File: config.mk
export PLATFORM = sky130hd
export DESIGN_NAME = brb_queue
export DESIGN_NICKNAME = d
export VERILOG_FILES = /design/src/rtl/core/brb_pkg.sv /design/src/rtl/core/brb_queue.sv
export SDC_FILE = /design/constraint.sdc
export NUM_CORES = 1
export LEC_CHECK = 0
export ABC_AREA = 1
export BUFFER_PORTS_ARGS = -buffer_cell sky130_fd_sc_hd__clkbuf_2
export CORE_MARGIN = 1
export CORE_UTILIZATION = 35
export CTS_CLUSTER_SIZE = 16
export DETAILED_ROUTE_END_ITERATION = 7
export HOLD_SLACK_MARGIN = 0.06
export SYNTH_ARGS = -nofsm -noshare
export SYNTH_HDL_FRONTEND = slang
export SYNTH_SLANG_ARGS = --single-unit
export TNS_END_PERCENT = 50
File: constraint.sdc
create_clock -name clock -period 4.4 [get_ports clock]
set_input_delay 0.22 -clock clock [delete_from_list [all_inputs] [get_ports clock]]
set_output_delay 0.22 -clock clock [all_outputs]
set_load 0.02 [all_outputs]
File: src/rtl/core/brb_pkg.sv
// ----------------------------------------------------------------------------
// brb_pkg
// Shared widths, item kind codes and the front-to-back command record of the
// circular byte buffer.
// ----------------------------------------------------------------------------
package brb_pkg;

   localparam int KIND_W  = 3;
   localparam int LEN_W   = 13;
   localparam int BYTE_W  = 8;
   localparam int PCT_W   = 7;

   // widest values any legal DEPTH / MAX_BURST can need
   localparam int POS_MAX_W   = 16;
   localparam int CNT_MAX_W   = 17;
   localparam int BURST_MAX_W = 7;

   localparam logic [KIND_W-1:0] KIND_OPEN  = 3'd0;
   localparam logic [KIND_W-1:0] KIND_WBYTE = 3'd1;
   localparam logic [KIND_W-1:0] KIND_READ  = 3'd2;
   localparam logic [KIND_W-1:0] KIND_PEEK  = 3'd3;
   localparam logic [KIND_W-1:0] KIND_CLEAR = 3'd4;

   localparam int PCT_SCALE  = 100;
   localparam int QDIV_STEPS = 7;
   localparam int QDIV_CNT_W = 3;

   typedef struct packed {
      logic                   is_run;  // read or peek with at least one byte
      logic [BURST_MAX_W-1:0] n;
      logic [POS_MAX_W-1:0]   start;
      logic [LEN_W-1:0]       moved;
      logic                   we;
      logic [POS_MAX_W-1:0]   waddr;
      logic [BYTE_W-1:0]      wdata;
      logic [CNT_MAX_W-1:0]   held;    // bytes held after the item
   } cmd_type;

endpackage

File: src/rtl/core/brb_queue.sv
// ----------------------------------------------------------------------------
// brb_queue
// Two-entry command queue between the classifying front and the back end.
// ----------------------------------------------------------------------------
module brb_queue (
   input  logic             clock,
   input  logic             reset,
   input  logic             push_valid,
   output logic             push_ready,
   input  brb_pkg::cmd_type push_cmd,
   output logic             pop_valid,
   input  logic             pop_ready,
   output brb_pkg::cmd_type pop_cmd
);
   import brb_pkg::*;

   localparam logic [1:0] QUEUE_DEPTH = 2'd2;

   cmd_type    mem_ff [2];
   logic       wp_ff, wp_in;
   logic       rp_ff, rp_in;
   logic [1:0] cnt_ff, cnt_in;
   logic       push, pop;

   assign push_ready = (cnt_ff != QUEUE_DEPTH);
   assign pop_valid  = (cnt_ff != 2'd0);
   assign pop_cmd    = mem_ff[rp_ff];
   assign push       = push_valid && push_ready;
   assign pop        = pop_valid && pop_ready;

   always_comb begin
      wp_in  = push ? ~wp_ff : wp_ff;
      rp_in  = pop  ? ~rp_ff : rp_ff;
      cnt_in = cnt_ff;
      if (push && !pop) begin
         cnt_in = cnt_ff + 2'd1;
      end else if (pop && !push) begin
         cnt_in = cnt_ff - 2'd1;
      end
   end

   always_ff @(posedge clock) begin
      if (reset) begin
         wp_ff  <= 1'b0;
         rp_ff  <= 1'b0;
         cnt_ff <= 2'd0;
      end else begin
         wp_ff  <= wp_in;
         rp_ff  <= rp_in;
         cnt_ff <= cnt_in;
      end
   end

   always_ff @(posedge clock) begin
      if (push) begin
         mem_ff[wp_ff] <= push_cmd;
      end
   end

endmodule

**Yosys cells after proc, flatten, opt, wreduce, memory -nomap -nowiden**

Memories as Yosys holds them, arrays and structs flattened. A register that Yosys moved wholly into a read port is not among the register bits.
Index checks and enable logic that the tools add are counted.

- Register bits: 4
- Output and inout port bits: 81
- Bits in writable memories: 158
- Memories kept: 1
- Input port bits: 83

- Bitwise gates (word level): 2
- $add $sub $neg: 2
- Eq/ne operators: 1
- Multiplexer cells: 6
- Reduce and logical (&&, ||, !) cells: 8

Memories:

| memory | words | width | read ports | clocked after memory_dff | wr ports | line | source |
|---|---|---|---|---|---|---|---|
| mem_ff | 2 | 79 | 1 | 1 | 1 | brb_queue.sv:19 | `cmd_type mem_ff [2];` |

Operators with widths:

| operator | number |
|---|---|
| 1-bit logical AND | 4 |
| 1-bit two-way mux | 4 |
| 2-bit two-way mux | 2 |
| 2-bit nonzero test | 2 |
| 2-bit by 1-bit adder with 2-bit output, second input constant | 1 |
| 1-bit logical NOT | 2 |
| 2-bit inequality test, second input constant | 1 |
| 1-bit inverter | 2 |
| 2-bit by 1-bit subtractor with 2-bit output, second input constant | 1 |

**Longest topological paths before layout**

Gate-level depths: netlist (run 1).

- Depth after elaboration: 6
- Depth in mapped cells: 11
- Gate-level depth less buffers: 11

**Worst setup path before layout (run 1)**

OpenSTA, ideal clock, no wires.

- Path type: register to register
- From: register cnt_ff[0]
- To: memory mem_ff[0][0] in the netlist's numbering, enable pin
- Stages on the path, launching flop included: 5
- Required time: 3883 ps
- Arrival time: 3995 ps
- Buffers on the path: 0
- Setup time: 517 ps
- Period minus slack after synthesis: 4512 ps
- Slack: -112 ps
- Path through: dfxtp_1 -> inv_1 -> nand2_1 -> nand2_1 -> nor2_1

- Cells in the longest elaborated chain, start to end: 4

Ends and longest elaborated chain:

| element | line | source |
|---|---|---|
| start, declared | brb_queue.sv:22 | `logic [1:0] cnt_ff, cnt_in;` |
| start signal, assigned | brb_queue.sv:50 | `cnt_ff <= cnt_in;` |
| 2-bit inequality test | brb_queue.sv:25 | `assign push_ready = (cnt_ff != QUEUE_DEPTH);` |
| via push_ready | brb_queue.sv:9 | `output logic push_ready,` |
| 1-bit logical AND | brb_queue.sv:28 | `assign push = push_valid && push_ready;` |
| 1-bit two-way mux | brb_queue.sv:55 | `if (push) begin` |
| 1-bit two-way mux (not written as such) | brb_queue.sv:56 | `mem_ff[wp_ff] <= push_cmd;` |
| end, declared | brb_queue.sv:19 |  |

The timed path passes the listed nets, and every way through them passes these cells.

==> results of run 1 <==
sequential cells by signal, summed over array words and instances (netlist names), named ones only:
| register | cells |
|---|---|
| rp_ff | 1 |
| mem_ff | 158 |
| cnt_ff | 2 |
| wp_ff | 1 |
stage by stage:
| step | utilization [%] | instance area [um2] |
|---|---|---|
| finish | 50.9 | 8470 |
| detailed placement | 42.4 | 7060 |
| global placement | 42.4 | 7060 |
| floorplan | - | 5970 |
| global route | 50.9 | 8470 |
| CTS | 50.9 | 8470 |
cell families (layout without fill, tap and decap cells):
logic type | count (synthesis) | after routing | synth area share [%]
buffers and inverters | 17 | 284 | 1.57
AO/OA/AOI/OAI | 4 | 4 | 0.335
multiplexers | 79 | 79 | 15.5
flip-flops | 163 | 163 | 81.1
adder cells (fa/ha/maj) | 1 | 1 | 0.209
AND/OR/NAND/NOR | 19 | 19 | 1.28
final timing paths:
path | end | slack (ns) | depth (start not counted)
worst max-delay path | pop_cmd[0] | 1.97 | 2
worst min-delay path | register | 0.11 | 3
worst max register to register | mem_ff[0][17] | 2.11 | 5
worst min register to register | register | 0.51 | 2
placed cells by master (no fill, tap or decap):
| cell | Yosys | final |
|---|---|---|
| dlygate4sd3_1 | 0 | 79 |
| dfxtp_4 | 0 | 1 |
| bufinv_16 | 0 | 4 |
| nor2_1 | 7 | 5 |
| o21ai_0 | 2 | 2 |
| dfxtp_1 | 5 | 4 |
| clkbuf_2 | 0 | 163 |
| clkinv_1 | 0 | 2 |
| nor2_4 | 0 | 2 |
| mux2_4 | 10 | 10 |
| nand2_1 | 9 | 9 |
| nand3_1 | 2 | 2 |
| clkinv_4 | 0 | 2 |
| edfxtp_1 | 158 | 158 |
| clkinvlp_4 | 0 | 3 |
| nand4_1 | 1 | 1 |
| clkinv_2 | 0 | 2 |
| ha_1 | 1 | 1 |
| a21oi_1 | 2 | 2 |
| clkbuf_1 | 0 | 1 |
| buf_12 | 0 | 2 |
| inv_6 | 0 | 1 |
| mux2_2 | 69 | 69 |
| inv_1 | 8 | 8 |
| clkbuf_16 | 0 | 17 |
synthesized netlist by cell type (all sizes together):
master / instances / area [um2]
ha: 1 / 12.5
dfxtp: 5 / 100
nand3: 2 / 10.0
nor2: 7 / 26.3
buf: 9 / 63.8
nand4: 1 / 6.26
edfxtp: 158 / 4740
a21oi: 2 / 10.0
mux2: 79 / 927
o21ai: 2 / 10.0
nand2: 9 / 33.8
inv: 8 / 30.0
metal layers:
metal,share of wire (%),vias to the layer above,wire length [um]
met5,0,-,0
met4,1.8,0,205
met3,5.7,16,660
met2,53,110,6070
met1,40,1645,4590
li1,-,1610,-
report_power, final:
| group | switching (mW) | total [mW] | leakage, nW | internal (mW) |
|---|---|---|---|---|
| Clock | 0.572 | 1.52 | 0.291 | 0.945 |
| Combinational | 0.633 | 1.11 | 1.44 | 0.477 |
| Sequential | 0.133 | 2.10 | 1.52 | 1.96 |
worst min-delay path, delay by kind of cell:
family | cells | cell delay, ns
AND/OR/NAND/NOR | 1 | 0.08
AO/OA/AOI/OAI | 1 | 0.08
buffers and inverters | 1 | 0.11
layout make-up:
type	count	area share, %
flip-flops and latches	163	57.3
repair buffers	244	19.4
multi-input cells	103	12.4
clock buffers	18	5.07
well taps	220	3.25
clock inverters	14	2.20
inverters	8	0.355
==> metrics.cfg, run 1 <==
[sta]
fin_skew_ns=0.0106
setup_violations=0
whs_ns=0.105
max_slew_margin_pct=22.3
timing.final.ws_setup_ns=1.97
hold_viol_final=0
tightest_slew_ns=1.17
report.final.slew_viol_count=0
min_period_over_period_pct=55.2
final.setup.tns_ns=0
fmax_mhz=412
timing.final.crit_period_ns=2.43
rsz0062_at_grt=false

[cells_and_area]
drive_gt1_share_pct=50.2
final_nets=621
instances_no_fill=770
multiInputGateArea_um2=1050
ff_latch_area_um2=4850
nFillCells=1369
n_antenna_cell=0
syn2layout_area_growth_pct=41.7

[placed_design]
gp_congestion=0.670
place_inst=659
dpl.hpwl_um=7140
place_ws_ns=2.04
portBuffers=163

[worst_setup_path]
critPathMaxFanout=79
worstPathArrival_ns=2.21
cp.required_ns=4.18
crit_path_start_kind=register
end_kind=primary output
crit-reg2reg-launch=cnt_ff[0]
crit_path_max_incr_delay_ns=1.10
critPathBufInv=1
crit_family=flip-flops
setup.worst_path.class=reg2out
crit_path_cell_trace=mux2_2 > clkbuf_2
critPathSlowestCell=dfxtp_4

[global_route]
use_met1_pct=14.8
grt_pass1_vias=3746
grtUsageMet2_pct=24.7
grt-ovfl-total=0
grt.total_usage_pct=14.1
antenna_found_initial=0
grt_max_degree=80
grt_pass1_wl_um=18400
busiest_layer=met2
grtUsageMet3_pct=5.21

[synth]
synth_cell_type_count=14
synth_nets=367
synthesis.area_um2=5970
syn_avg_cell_area_um2=21.1
synth_warnings=0
ys_ff_latch=163
yosysSeqAreaShare_pct=81.1
synth_cells=283

[drt]
via_per_inst=4.39
dr.pass1.iters=4
ant_nets=0
vias=3381
avgRoutedWirePerCell_um=15.0
drc=0
wl_um=11500
drtIter0Drc=129

[cts]
cts_root_buffer=clkbuf_16
ctsHoldBuffers=79
post_cts_buffers=0
cts_buffers=17
h-tree-depth=4
clk_latency_ns=0.42
ctsResizeCount=0
cts_sinks=163
cts_tree=done
cts_buffer_depth=2
clkTransAtPathRegs_ns=0.06

[min_path]
hold_path.class=in2reg
min_from=pop_ready

[power_and_ir_drop]
peakVddDrop_mv=0.243
total_leakage_power_nw=3.25
pwr_density_cell_nw_per_um2=558
fin_total_pwr_mw=4.72

[die]
rows=47
io_pins=164
die_w_um=133
initial_core_util_pct=35.9
die_h_um=133
die-area_um2=17600
core-area_um2=16600

[run]
drv_cap=0

[status]
outcome=complete, no violations

(Power assumes the default switching activity.)
==> run 2, diff against run 1 <==
==> constraint.sdc (replaced) <==
create_clock -name clock -period 2.44 [get_ports clock]
set_input_delay 0.122 -clock clock [delete_from_list [all_inputs] [get_ports clock]]
set_output_delay 0.122 -clock clock [all_outputs]
set_load 0.02 [all_outputs]
==> run 2 against run 1 <==
Core utilization rose by 0.26 points. Wire length fell by 0.17%. Final cell count rose by 1.0%. Design area rose by 0.50%. Largest power group unchanged. Highest routed layer unchanged.
==> metrics.cfg, run 2 (synthesis results as in run 1) <==
[min_path]
hold_path.class=in2reg
min_to=wp_ff
hold_depth=4
min_from=push_valid

[die]
die_w_um=133
rows=47
core-area_um2=16600
initial_core_util_pct=35.9
die-area_um2=17600
io_pins=164
die_h_um=133

[cts]
cts_root_buffer=clkbuf_16
clk_latency_ns=0.41
clkTransAtPathRegs_ns=0.06
cts_buffers=17
h-tree-depth=4
cts_tree=done
ctsResizeCount=0
cts_sinks=163
post_cts_buffers=0
ctsHoldBuffers=81
cts_buffer_depth=2

[power_and_ir_drop]
p_clk_share_pct=30.3
total_leakage_power_nw=3.27
fin_total_pwr_mw=8.36
peakVddDrop_mv=0.514
swShare_pct=29.0
switching_power_mw=2.42
p_seq_share_pct=43.9
combPwrFrac_pct=25.8
intPower_mw=5.94
pwr_density_cell_nw_per_um2=983

[worst_setup_path]
crit_path_max_incr_delay_ns=0.59
worstPathArrival_ns=1.88
reg2reg_to=mem_ff[0][54]
rrSetupSlack_ns=0.71
crit-reg2reg-launch=cnt_ff[0]
rr_worst_depth=5
cp.required_ns=2.32
setup.worst_path.class=reg2out
critPathBufInv=2
crit_path_start_kind=register
critPathMaxFanout=25
critPathSlowestCell=dfxtp_4
crit_family=flip-flops
end_kind=primary output
crit_path_cell_trace=buf_4 > mux2_2 > clkbuf_2

[sta]
report.final.slew_viol_count=0
tightest_slew_ns=0.511
min_period_over_period_pct=81.9
timing.final.crit_period_ns=2.00
hold_viol_final=0
max_slew_margin_pct=65.8
rsz0062_at_grt=false
fmax_mhz=500
setup_violations=0
final.setup.tns_ns=0
fin_skew_ns=0.00736

[global_route]
grt.total_usage_pct=13.6
grt-ovfl-total=0
grt_pass1_wl_um=18000
grt_pass1_vias=3681
antenna_found_initial=0
grt_max_degree=52

[drt]
ant_nets=0
dr.pass1.iters=4
via_per_inst=4.36
wl_um=11500
vias=3393
drc=0
drtIter0Drc=120
avgRoutedWirePerCell_um=14.8

[cells_and_area]
multiInputGateArea_um2=1050
instances_no_fill=778
ff_latch_area_um2=4850
final_nets=629
top_regs=mem_ff (158), cnt_ff (2)
largest_register_ff_count=158
utilization_pct=51.1
regMostFlops=mem_ff
n_antenna_cell=0
final_common_cell=clkbuf_2
drive_gt1_share_pct=50.2
syn2layout_area_growth_pct=42.4
final_cell_mix=clkbuf_2 (163), edfxtp_1 (158), dlygate4sd3_1 (81)
nFillCells=1396

[status]
outcome=complete, no violations

[placed_design]
place_inst=665
gp_congestion=0.687
portBuffers=163
dpl.hpwl_um=7140

[run]
drv_cap=0

[run 2: changes by cell type in the layout (fill, tap and decap cells not counted)]
cell,previous run,this run
bufinv_16,4,2
clkinv_2,2,1
clkinv_1,2,4
buf_12,2,4
clkinvlp_4,3,2
dlygate4sd3_1,79,81
buf_4,0,4
clkinv_4,2,4
[run 2: worst register-to-register path, cell delays in order (launching register included)]
cell and delay, ns:
dfxtp_1 0.33, inv_1 0.09, nand2_1 0.09, nand2_1 0.16, nor2_4 0.45, buf_4 0.32
[run 2: cell type report]
cell class | count | area share [%]
inverter | 8 | 0.353
tap | 220 | 3.23
sequential | 163 | 57.0
clock inverter | 14 | 1.63
timing repair buffer | 252 | 20.4
clock buffer | 18 | 5.04
multi-input combinational | 103 | 12.4
[run 2: how the worst max path moves through the flow]
| stage | start | to | slack, ns | depth (start not counted) |
|---|---|---|---|---|
| finish | register | pop_cmd[53] | 0.44 | 3 |
| detailed placement | cnt_ff[0] | mem_ff[0][16] | 0.69 | 5 |
| global route | register | pop_cmd[41] | 0.33 | 3 |
| global placement | cnt_ff[0] | mem_ff[0][16] | 0.75 | 5 |
| floorplan | cnt_ff[0] | mem_ff[0][0] | -0.76 | 4 |
| CTS | register | pop_cmd[53] | 0.38 | 3 |
[run 2: power groups by stage]
stage / combinational, mW / clock (mW) / sequential (mW)
6_report: 2.16 / 2.53 / 3.67
5_1_grt: 2.31 / 2.72 / 3.71
4_1_cts: 2.19 / 2.60 / 3.68
3_5_place_dp: 2.08 / 0 / 3.74
3_3_place_gp: 2.06 / 0 / 3.72
2_1_floorplan: 1.43 / 0 / 3.68
[run 2: stage by stage]
stage               setup slack (ns)  hold WS (ns)  cell area (um2)
CTS                            0.376         0.227             8510
finish                         0.441         0.245             8510
global route                   0.325         0.284             8510
global placement               0.748         0.312             7130
floorplan                     -0.765         0.221             5980
detailed placement             0.686         0.315             7130
[run 2: per-layer routing]
metal,global-route usage (%),wire (um),vias to the layer above
met3,3.98,586,14
met2,24.1,6000,107
met1,14.8,4720,1645
met5,0,0,-
li1,-,-,1627
met4,6.58,187,0
