File: src/rtl/core/brb_pkg.sv
// ----------------------------------------------------------------------------
// brb_pkg
// Shared widths, item kind codes and the front-to-back command record of the
// circular byte buffer.
// ----------------------------------------------------------------------------
package brb_pkg;

   localparam int KIND_W  = 3;
   localparam int LEN_W   = 13;
   localparam int BYTE_W  = 8;
   localparam int PCT_W   = 7;

   // widest values any legal DEPTH / MAX_BURST can need
   localparam int POS_MAX_W   = 16;
   localparam int CNT_MAX_W   = 17;
   localparam int BURST_MAX_W = 7;

   localparam logic [KIND_W-1:0] KIND_OPEN  = 3'd0;
   localparam logic [KIND_W-1:0] KIND_WBYTE = 3'd1;
   localparam logic [KIND_W-1:0] KIND_READ  = 3'd2;
   localparam logic [KIND_W-1:0] KIND_PEEK  = 3'd3;
   localparam logic [KIND_W-1:0] KIND_CLEAR = 3'd4;

   localparam int PCT_SCALE  = 100;
   localparam int QDIV_STEPS = 7;
   localparam int QDIV_CNT_W = 3;

   typedef struct packed {
      logic                   is_run;  // read or peek with at least one byte
      logic [BURST_MAX_W-1:0] n;
      logic [POS_MAX_W-1:0]   start;
      logic [LEN_W-1:0]       moved;
      logic                   we;
      logic [POS_MAX_W-1:0]   waddr;
      logic [BYTE_W-1:0]      wdata;
      logic [CNT_MAX_W-1:0]   held;    // bytes held after the item
   } cmd_type;

endpackage

File: src/rtl/core/brb_if.sv


interface brb_rsp_if;
   import brb_pkg::*;

   logic              valid;
   logic              ready;
   logic [BYTE_W-1:0] data_byte_res;
   logic              byte_valid;
   logic [LEN_W-1:0]  moved_count;
   logic              last;
   logic [LEN_W-1:0]  stored_count;
   logic [LEN_W-1:0]  free_space;
   logic [PCT_W-1:0]  used_percent;

   modport source (output valid, data_byte_res, byte_valid, moved_count, last,
                   stored_count, free_space, used_percent, input ready);
   modport sink   (input valid, data_byte_res, byte_valid, moved_count, last,
                   stored_count, free_space, used_percent, output ready);
endinterface

File: src/rtl/core/brb_back.sv
// ----------------------------------------------------------------------------
// brb_back
// Carries out queued commands: writes stored bytes, works out the fill
// percentage with a bit-per-cycle divider, streams read/peek runs from the
// RAM and holds each result in an output register.
// ----------------------------------------------------------------------------
module brb_back #(
   parameter int DEPTH     = 4096,
   parameter int MAX_BURST = 64
) (
   input  logic                         clock,
   input  logic                         reset,
   input  logic                         pop_valid,
   output logic                         pop_ready,
   input  brb_pkg::cmd_type             pop_cmd,
   input  logic [$clog2(DEPTH+1)-1:0]   capacity,
   output logic                         ram_wr_en,
   output logic [$clog2(DEPTH)-1:0]     ram_wr_addr,
   output logic [brb_pkg::BYTE_W-1:0]   ram_wr_data,
   output logic                         ram_rd_en,
   output logic [$clog2(DEPTH)-1:0]     ram_rd_addr,
   input  logic [brb_pkg::BYTE_W-1:0]   ram_rd_data,
   brb_rsp_if.source                    rsp
);
   import brb_pkg::*;

   localparam int ADDR_W  = $clog2(DEPTH);
   localparam int CNT_W   = $clog2(DEPTH+1);
   localparam int BURST_W = $clog2(MAX_BURST+1);
   localparam int D_W     = CNT_W + PCT_W;

   localparam logic [1:0] ST_IDLE = 2'd0;
   localparam logic [1:0] ST_DIV  = 2'd1;
   localparam logic [1:0] ST_ONE  = 2'd2;
   localparam logic [1:0] ST_RUN  = 2'd3;

   logic [1:0]            st_ff, st_in;
   cmd_type               cmd_ff, cmd_in;
   logic [D_W-1:0]        rem_ff, rem_in;
   logic [D_W-1:0]        dvs_ff, dvs_in;
   logic [PCT_W-1:0]      quo_ff, quo_in;
   logic [QDIV_CNT_W-1:0] step_ff, step_in;
   logic [ADDR_W-1:0]     pos_ff, pos_in;
   logic [BURST_W-1:0]    issued_ff, issued_in;
   logic [BURST_W-1:0]    emitted_ff, emitted_in;
   logic                  pend_ff, pend_in;

   logic                  out_valid_ff, out_valid_in;
   logic [BYTE_W-1:0]     out_data_ff;
   logic                  out_bvalid_ff;
   logic [LEN_W-1:0]      out_moved_ff;
   logic                  out_last_ff;
   logic [LEN_W-1:0]      out_stored_ff;
   logic [LEN_W-1:0]      out_free_ff;
   logic [PCT_W-1:0]      out_pct_ff;

   logic                  pop, can_load, take, issue, load_one, trial_ok, run_end;
   logic [BURST_W-1:0]    n_c;
   logic [CNT_W-1:0]      held_c, free_c, pos_inc;
   logic [ADDR_W-1:0]     pos_next;
   logic [PCT_W-1:0]      pct_c;

   always_comb begin
      n_c      = cmd_ff.n[BURST_W-1:0];
      held_c   = cmd_ff.held[CNT_W-1:0];
      free_c   = capacity - held_c;
      pct_c    = (capacity == '0) ? '0 : quo_ff;
      can_load = !out_valid_ff || rsp.ready;
      pop      = pop_valid && (st_ff == ST_IDLE);
      take     = (st_ff == ST_RUN) && pend_ff && can_load;
      issue    = (st_ff == ST_RUN) && (issued_ff < n_c) && (!pend_ff || take);
      load_one = (st_ff == ST_ONE) && can_load;
      run_end  = ((emitted_ff + BURST_W'(1)) == n_c);
      trial_ok = (rem_ff >= dvs_ff);
      pos_inc  = CNT_W'(pos_ff) + CNT_W'(1);
      pos_next = (pos_inc >= capacity) ? '0 : ADDR_W'(pos_inc);
   end

   assign pop_ready   = (st_ff == ST_IDLE);
   assign ram_wr_en   = pop && pop_cmd.we;
   assign ram_wr_addr = pop_cmd.waddr[ADDR_W-1:0];
   assign ram_wr_data = pop_cmd.wdata;
   assign ram_rd_en   = issue;
   assign ram_rd_addr = pos_ff;

   always_comb begin
      st_in      = st_ff;
      cmd_in     = cmd_ff;
      rem_in     = rem_ff;
      dvs_in     = dvs_ff;
      quo_in     = quo_ff;
      step_in    = step_ff;
      pos_in     = pos_ff;
      issued_in  = issued_ff;
      emitted_in = emitted_ff;
      pend_in    = pend_ff;

      case (st_ff)
         ST_IDLE: begin
            if (pop) begin
               cmd_in  = pop_cmd;
               rem_in  = D_W'(pop_cmd.held[CNT_W-1:0]) * D_W'(PCT_SCALE);
               dvs_in  = D_W'(capacity) << (QDIV_STEPS - 1);
               quo_in  = '0;
               step_in = '0;
               st_in   = ST_DIV;
            end
         end
         ST_DIV: begin
            // restoring division, quotient bit per cycle, msb first
            if (trial_ok) begin
               rem_in = rem_ff - dvs_ff;
            end
            quo_in  = {quo_ff[PCT_W-2:0], trial_ok};
            dvs_in  = dvs_ff >> 1;
            step_in = step_ff + QDIV_CNT_W'(1);
            if (step_ff == QDIV_CNT_W'(QDIV_STEPS - 1)) begin
               st_in      = cmd_ff.is_run ? ST_RUN : ST_ONE;
               pos_in     = cmd_ff.start[ADDR_W-1:0];
               issued_in  = '0;
               emitted_in = '0;
               pend_in    = 1'b0;
            end
         end
         ST_ONE: begin
            if (can_load) begin
               st_in = ST_IDLE;
            end
         end
         ST_RUN: begin
            // pend: RAM read data holds a byte not yet moved to the output
            if (issue) begin
               pos_in    = pos_next;
               issued_in = issued_ff + BURST_W'(1);
               pend_in   = 1'b1;
            end else if (take) begin
               pend_in = 1'b0;
            end
            if (take) begin
               emitted_in = emitted_ff + BURST_W'(1);
               if (run_end) begin
                  st_in = ST_IDLE;
               end
            end
         end
         default: begin
            st_in = ST_IDLE;
         end
      endcase

      if (load_one || take) begin
         out_valid_in = 1'b1;
      end else if (rsp.ready) begin
         out_valid_in = 1'b0;
      end else begin
         out_valid_in = out_valid_ff;
      end
   end

   always_ff @(posedge clock) begin
      if (reset) begin
         st_ff        <= ST_IDLE;
         step_ff      <= '0;
         issued_ff    <= '0;
         emitted_ff   <= '0;
         pend_ff      <= 1'b0;
         out_valid_ff <= 1'b0;
      end else begin
         st_ff        <= st_in;
         step_ff      <= step_in;
         issued_ff    <= issued_in;
         emitted_ff   <= emitted_in;
         pend_ff      <= pend_in;
         out_valid_ff <= out_valid_in;
      end
   end

   always_ff @(posedge clock) begin
      cmd_ff <= cmd_in;
      rem_ff <= rem_in;
      dvs_ff <= dvs_in;
      quo_ff <= quo_in;
      pos_ff <= pos_in;
      if (load_one) begin
         out_data_ff   <= '0;
         out_bvalid_ff <= 1'b0;
         out_moved_ff  <= cmd_ff.moved;
         out_last_ff   <= 1'b1;
      end else if (take) begin
         out_data_ff   <= ram_rd_data;
         out_bvalid_ff <= 1'b1;
         out_moved_ff  <= LEN_W'(n_c);
         out_last_ff   <= run_end;
      end
      if (load_one || take) begin
         out_stored_ff <= LEN_W'(held_c);
         out_free_ff   <= LEN_W'(free_c);
         out_pct_ff    <= pct_c;
      end
   end

   assign rsp.valid         = out_valid_ff;
   assign rsp.data_byte_res = out_data_ff;
   assign rsp.byte_valid    = out_bvalid_ff;
   assign rsp.moved_count   = out_moved_ff;
   assign rsp.last          = out_last_ff;
   assign rsp.stored_count  = out_stored_ff;
   assign rsp.free_space    = out_free_ff;
   assign rsp.used_percent  = out_pct_ff;

endmodule

File: src/flat_wrapper.sv
// flat-port wrapper written by rule: the top's interface ports become plain ports
module brb_back_flat import brb_pkg::*;
#(
   parameter int DEPTH     = 4096,
   parameter int MAX_BURST = 64
)
  (clock, reset, pop_valid, pop_ready, pop_cmd, capacity, ram_wr_en, ram_wr_addr, ram_wr_data, ram_rd_en, ram_rd_addr, ram_rd_data, rsp_valid, rsp_data_byte_res, rsp_byte_valid, rsp_moved_count, rsp_last, rsp_stored_count, rsp_free_space, rsp_used_percent, rsp_ready);
  brb_rsp_if rsp_i ();
  input  logic clock;
  input  logic reset;
  input  logic pop_valid;
  output logic pop_ready;
  input  brb_pkg::cmd_type pop_cmd;
  input  logic [$clog2(DEPTH+1)-1:0] capacity;
  output logic ram_wr_en;
  output logic [$clog2(DEPTH)-1:0] ram_wr_addr;
  output logic [brb_pkg::BYTE_W-1:0] ram_wr_data;
  output logic ram_rd_en;
  output logic [$clog2(DEPTH)-1:0] ram_rd_addr;
  input  logic [brb_pkg::BYTE_W-1:0] ram_rd_data;
  output wire logic [$bits(rsp_i.valid)-1:0] rsp_valid;
  output wire logic [$bits(rsp_i.data_byte_res)-1:0] rsp_data_byte_res;
  output wire logic [$bits(rsp_i.byte_valid)-1:0] rsp_byte_valid;
  output wire logic [$bits(rsp_i.moved_count)-1:0] rsp_moved_count;
  output wire logic [$bits(rsp_i.last)-1:0] rsp_last;
  output wire logic [$bits(rsp_i.stored_count)-1:0] rsp_stored_count;
  output wire logic [$bits(rsp_i.free_space)-1:0] rsp_free_space;
  output wire logic [$bits(rsp_i.used_percent)-1:0] rsp_used_percent;
  input wire logic [$bits(rsp_i.ready)-1:0] rsp_ready;
  assign rsp_valid = rsp_i.valid;
  assign rsp_data_byte_res = rsp_i.data_byte_res;
  assign rsp_byte_valid = rsp_i.byte_valid;
  assign rsp_moved_count = rsp_i.moved_count;
  assign rsp_last = rsp_i.last;
  assign rsp_stored_count = rsp_i.stored_count;
  assign rsp_free_space = rsp_i.free_space;
  assign rsp_used_percent = rsp_i.used_percent;
  assign rsp_i.ready = rsp_ready;
  brb_back #(.DEPTH(DEPTH), .MAX_BURST(MAX_BURST)) u_core (.clock(clock), .reset(reset), .pop_valid(pop_valid), .pop_ready(pop_ready), .pop_cmd(pop_cmd), .capacity(capacity), .ram_wr_en(ram_wr_en), .ram_wr_addr(ram_wr_addr), .ram_wr_data(ram_wr_data), .ram_rd_en(ram_rd_en), .ram_rd_addr(ram_rd_addr), .ram_rd_data(ram_rd_data), .rsp(rsp_i));
endmodule
File: config.mk
export PLATFORM = sky130hd
export DESIGN_NAME = brb_back_flat
export DESIGN_NICKNAME = d
export VERILOG_FILES = /design/src/rtl/core/brb_pkg.sv /design/src/rtl/core/brb_if.sv /design/src/rtl/core/brb_back.sv /design/src/flat_wrapper.sv
export SDC_FILE = /design/constraint.sdc
export NUM_CORES = 1
export LEC_CHECK = 0
export BUFFER_PORTS_ARGS = -buffer_cell sky130_fd_sc_hd__buf_2
export CORE_MARGIN = 1
export CORE_UTILIZATION = 61
export CTS_CLUSTER_SIZE = 10
export DETAILED_ROUTE_END_ITERATION = 12
export PLACE_DENSITY = 0.87
export SLEW_MARGIN = 10
export SYNTH_ARGS = -nofsm -noshare
export SYNTH_HDL_FRONTEND = slang
export SYNTH_SLANG_ARGS = --single-unit
File: constraint.sdc
create_clock -name clock -period 9.2 [get_ports clock]
set_input_delay 0.92 -clock clock [delete_from_list [all_inputs] [get_ports clock]]
set_output_delay 0.92 -clock clock [all_outputs]
set_load 0.01 [all_outputs]
# After elaboration in Yosys (flattened, before gate mapping)
# Index checks and enable logic that the tools add are counted.
# W data, S select, Z words.
op_classes:
  n_addsub: 6
  mul: 1
  n_div: 0
  n_lt_le_gt_ge: 3
  eq_ne: 13
  shift: 0
  muxes: 33
  bitwise: 0
  n_reduce_logical: 25
op_table:
  columns: ["op", "count"]
  rows:
  - ["$pmux W20 S2", 2]
  - ["$mux W20", 3]
  - ["$pmux W7 S2", 3]
  - ["$mux W12", 3]
  - ["$mux W7", 4]
  - ["$mux W13", 2]
  - ["$pmux W12 S2", 1]
  - ["$ge A20 B20 Y1", 1]
  - ["$sub A20 B20 Y20", 1]
  - ["$mul A13 B5 Y18 const B", 1]
  - ["$add A7 B1 Y7 const B", 2]
  - ["$add A12 B1 Y13 const B", 1]
  - ["$ge A13 B13 Y1", 1]
  - ["$logic_not A13 Y1", 1]
  - ["$sub A13 B13 Y13", 1]
  - ["$ne A2 B1 Y1 const B", 6]
  - ["$reduce_and A3 Y1", 4]
  - ["$mux W2", 5]
  - ["$pmux W2 S4", 1]
  - ["$reduce_bool A2 Y1", 4]
  - ["$eq A7 B7 Y1", 1]
  - ["$logic_and A1 B1 Y1", 7]
  - ["$lt A7 B7 Y1", 1]
  - ["$mux W1", 6]
  - ["other kinds (14)", 19]
word_totals:
  register_bits: 182
  latch_bits: 0
  ram_bits: 0
  romBits: 0
  in_bits: 104
  out_inout_bits: 92
  n_memories: 0

# Longest topological paths before layout
logic_depth:
  depth_word: 7
  ltp_mapped: 13

# Worst setup path before layout
# Ideal clock, no wire load.
synth_path:
  path_type: "input to register"
  from: "input port pop_cmd[8] (netlist bit)"
  to: "register u_core.rem_ff[17] (data pin)"
  setup_time_ns: 0.270
  arrival_time_ns: 3.561
  required_time_ns: 8.930
  setup_slack_ns: 5.369
  cell_stages: 13
  cell_sequence: "ha_1 > ha_1 > inv_1 > fa_1 > inv_1 > ha_1 > a21oi_1 > nand2_1 > o41ai_1 > nand2b_1 > a21oi_1 > xor2_1 > o211ai_1"
synth_between:
  elab_chain_cells: 3
synth_rtl:
  columns: ["item", "line", "rtl"]
  rows:
  - ["start, declared", "flat_wrapper.sv:13", "input brb_pkg::cmd_type pop_cmd;"]
  - ["$mul A13 B5 Y18", "brb_back.sv:102", "rem_in = D_W'(pop_cmd.held[CNT_W-1:0]) * D_W'(PCT_SCALE);"]
  - ["$mux W20", "brb_back.sv:100", "if (pop) begin"]
  - ["$pmux W20 S2", "brb_back.sv:98", "case (st_ff)"]
  - ["net u_core.rem_in[17]", "brb_back.sv:39", "logic [D_W-1:0] rem_ff, rem_in;"]
  - ["end signal, assigned", "brb_back.sv:180", "rem_ff <= rem_in;"]
  - ["end, declared", "brb_back.sv:39", null]
# The timed path passes the listed nets, and every way through them passes these cells. The select of a mux whose other input is x is not followed.
# A chain may end at the register's enable or synchronous reset.

# Worst setup path after layout
# Ends and elaborated chain as after synthesis.

==> run metrics <==
pins over their slew limit 0; summed instance area of the synthesized netlist approximately 10000 um2; number of fill cells roughly 1100; Horiz. Die Dim 133 um; final setup slack of the worst path 5.35 ns; skew final 0.0105 ns; count of flip-flops with a built-in enable after synthesis 150; GR met2 Demand/Resource 0.434; first-pass GRT wire length 36900 um; number of vias after detailed routing 8018; maximum fanout along the worst path 5; initial antenna violation count 0; portion of the post-synthesis area used by sequential elements 0.489; most used cells in the layout excluding fill and tap cells edfxtp_1, buf_2, inv_1; minimum clock period after layout 3.85 ns; ports placed on the boundary 196; Max transition margin 0.290; PwrDens 196 nW/um2; max incr delay on CP around 0.54 ns; detailed-route wire length 23300 um; Clock Tree Buf Depth 2; data required time at the worst endpoint 9.37 ns; Max Clock Freq 0.260 GHz; final cell area excluding filler cells 11800 um2; Buffers on Ports 143; worst hold path type reg2reg; Post-Syn Instances 1008; top cells by area in the synthesized netlist edfxtp_1, ha_1, dfxtp_1; area leader, netlist edfxtp_1; final worst path period share 0.419; clock insertion delay at the later pin of the skew report 0.44 ns; overall track demand over capacity in global routing 0.269; clock buffer count from CTS 17; proportion of synthesized flip-flops having asynchronous set or reset 0; final-layout setup total negative slack 0 ns; startpoint type of the worst setup path primary input; largest net degree at the start of global routing 65; number of hold-slack violations in the final timing report 0; DRC errors left 0; unique cell type count in the Yosys netlist 63; Pleak 5.20 nW; M3 GR Usage 0.0487; overflow left after global routing 0; post-synthesis average cell area 10.4 um2; Worst Max-Slew Pin Slew 1.06 ns; post-synthesis to final-layout area growth 13.0%; residual antenna-violating net count after detailed routing 0; max_cap viols 0; core box area 16600 um2; via count of the first global-routing pass 7548; post-detailed-placement half-perimeter wirelength between 15000 and 20000 um; Detailed Routing Iterations Pass 1 6; share of the core filled with cells in the final layout 0.711; fraction of final layout cells with drive strength greater than 1 0.170; Syn Nets 1220; # Post-CTS Setup Buffers 0; number of vias per cell 5.89; ordered list of cells on the worst path buf_2, ha_1, ha_1, inv_1, fa_1, inv_1, ha_1, a21oi_1, nand2_1, o41ai_1, nand2b_1, a21oi_1, xor2_1, o211ai_1; antenna diode instance count 0; RePlAce Congestion 0.894; number of warnings reported in the yosys synthesis log 0; source of the worst register-to-register timing path u_core.ram_rd_addr[3]; final setup violating endpoints 0; area of placed instances 11300 um2; most used routing layer met2; chip height 133 um; area share of the largest cell type after synthesis 0.430; most repeated library cell on the critical path ha_1; effective utilization at floorplan 0.629; RSZ-0062 raised after global routing false; clock tree from TritonCTS yes; Post-Place Setup Slack 4.91 ns; Total Power roughly 2.3 mW; Crit path max-delay family adder cells; Worst Min Path Start u_core.rsp.byte_valid; clock-pin transition on the worst setup and hold timing paths 0.07 ns; most common cell after layout, fill and taps aside edfxtp_1; worst-case vdd ir drop 0.154 mV; type of the setup path with the least slack in2reg; flip-flop and latch count after synthesis 181; dominant synthesized flop cell edfxtp_1; master cell of the clock root buffer clkbuf_16; result of the run completed; final-stage net count approximately 1300; number of buffers and inverters on the critical path 3; routed wire length per instance 17.1 um; number of buffers added to fix hold violations after cts 0; Post-CTS Resized 0; first-iteration detailed-routing DRC count 763; worst setup path start pop_cmd[8]; library cell contributing the largest single delay on the critical path o41ai_1; met1 Usage GRT 0.354; CP arrival 4.03 ns; number of clock sinks 181; full die area 17700 um2; depth of the CTS H-tree 4; row count 47; kind of capture point of the worst setup path flop
==> logic make-up after synthesis <==
logic type / count (synthesis) / synth area share
AOI/OAI and AO/OA: 219 / 0.131
DFF: 181 / 0.489
and+or+nand+nor: 292 / 0.136
xor gates and xnor gates: 46 / 0.0385
buffers and inverters: 157 / 0.0643
muxes: 5 / 0.00478
adders and majority gates: 108 / 0.136
==> registers in the layout, indices dropped and copies added (netlist names), 2 cells and up <==
| signal | flops |
|---|---|
| u_core.dvs_ff | 19 |
| u_core.emitted_ff | 7 |
| u_core.step_ff | 3 |
| u_core.rsp.stored_count | 13 |
| u_core.quo_ff | 7 |
| u_core.rsp.free_space | 13 |
| u_core.st_ff | 2 |
| u_core.rem_ff | 20 |
| u_core.rsp.used_percent | 7 |
| u_core.rsp.moved_count | 13 |
| u_core.issued_ff | 7 |
| u_core.n_c | 7 |
| u_core.rsp.data_byte_res | 8 |
| u_core.cmd_ff | 39 |
| u_core.ram_rd_addr | 12 |
==> path summary, 6_finish.rpt <==
kind	cells after the start	to	slack (ns)
worst max-delay path	14	u_core.rem_ff[17]	5.35
worst min-delay path	2	u_core.rsp.byte_valid	0.45
worst max register to register	12	u_core.ram_rd_addr[7]	5.50
worst min register to register	2	u_core.rsp.byte_valid	0.45
==> layer usage <==
layer	vias up	part of all wire	wire, um
li1	3814	-	-
met5	-	0	0
met3	58	0.077	1790
met2	371	0.48	11200
met1	3775	0.41	9650
met4	0	0.027	637
==> cell usage after synthesis, types with 4 or more instances <==
library cell  number
or3_1              9
a21oi_1           55
o31a_1             4
mux2i_1            5
ha_1              98
xnor2_1           31
nor2_1            57
o211ai_1          11
fa_1              10
nand3b_1           5
nand2b_1           8
o21ai_0           52
and2_1            21
nand3_1           33
dfxtp_1           31
a211oi_1           5
inv_1            111
nor4_1             5
clkbuf_1          18
o21ai_1           17
nand4_1            5
nor2b_1           10
nor3_1            12
buf_4             21
o31ai_1            6
nand2_1           95
edfxtp_1         150
and3_1            17
xor2_1            15
o21a_1            13
buf_2              4
or2_2              5
a31oi_1           13
a21o_1            10
==> worst min-delay path, stage by stage, from the launching register on <==
cell and delay, ns:
dfxtp_1 0.31, nand2_1 0.05, nand2_1 0.04
==> cell type report <==
type                    instances  area, um2  share of cell area
inverters                     111        417              0.0352
well taps                     220        275              0.0233
flip-flops and latches        181       5120               0.433
multi-input cells             670       4680               0.396
clock buffers                  18        429              0.0363
clock inverters                14        145              0.0123
repair buffers                148        753              0.0637
==> power by group <==
part	total, mW	switching (mW)	internal (mW)
Combinational	0.622	0.370	0.252
Clock	0.706	0.325	0.381
Sequential	0.986	0.0212	0.965
==> through the flow <==
step,cells,hold slack [ns]
after floorplan,1008,0.426
after global placement,1330,0.427
after detailed placement,1330,0.439
after CTS,1362,0.450
after global routing,1362,0.472
final,1362,0.447
(Power assumes the default switching activity.)
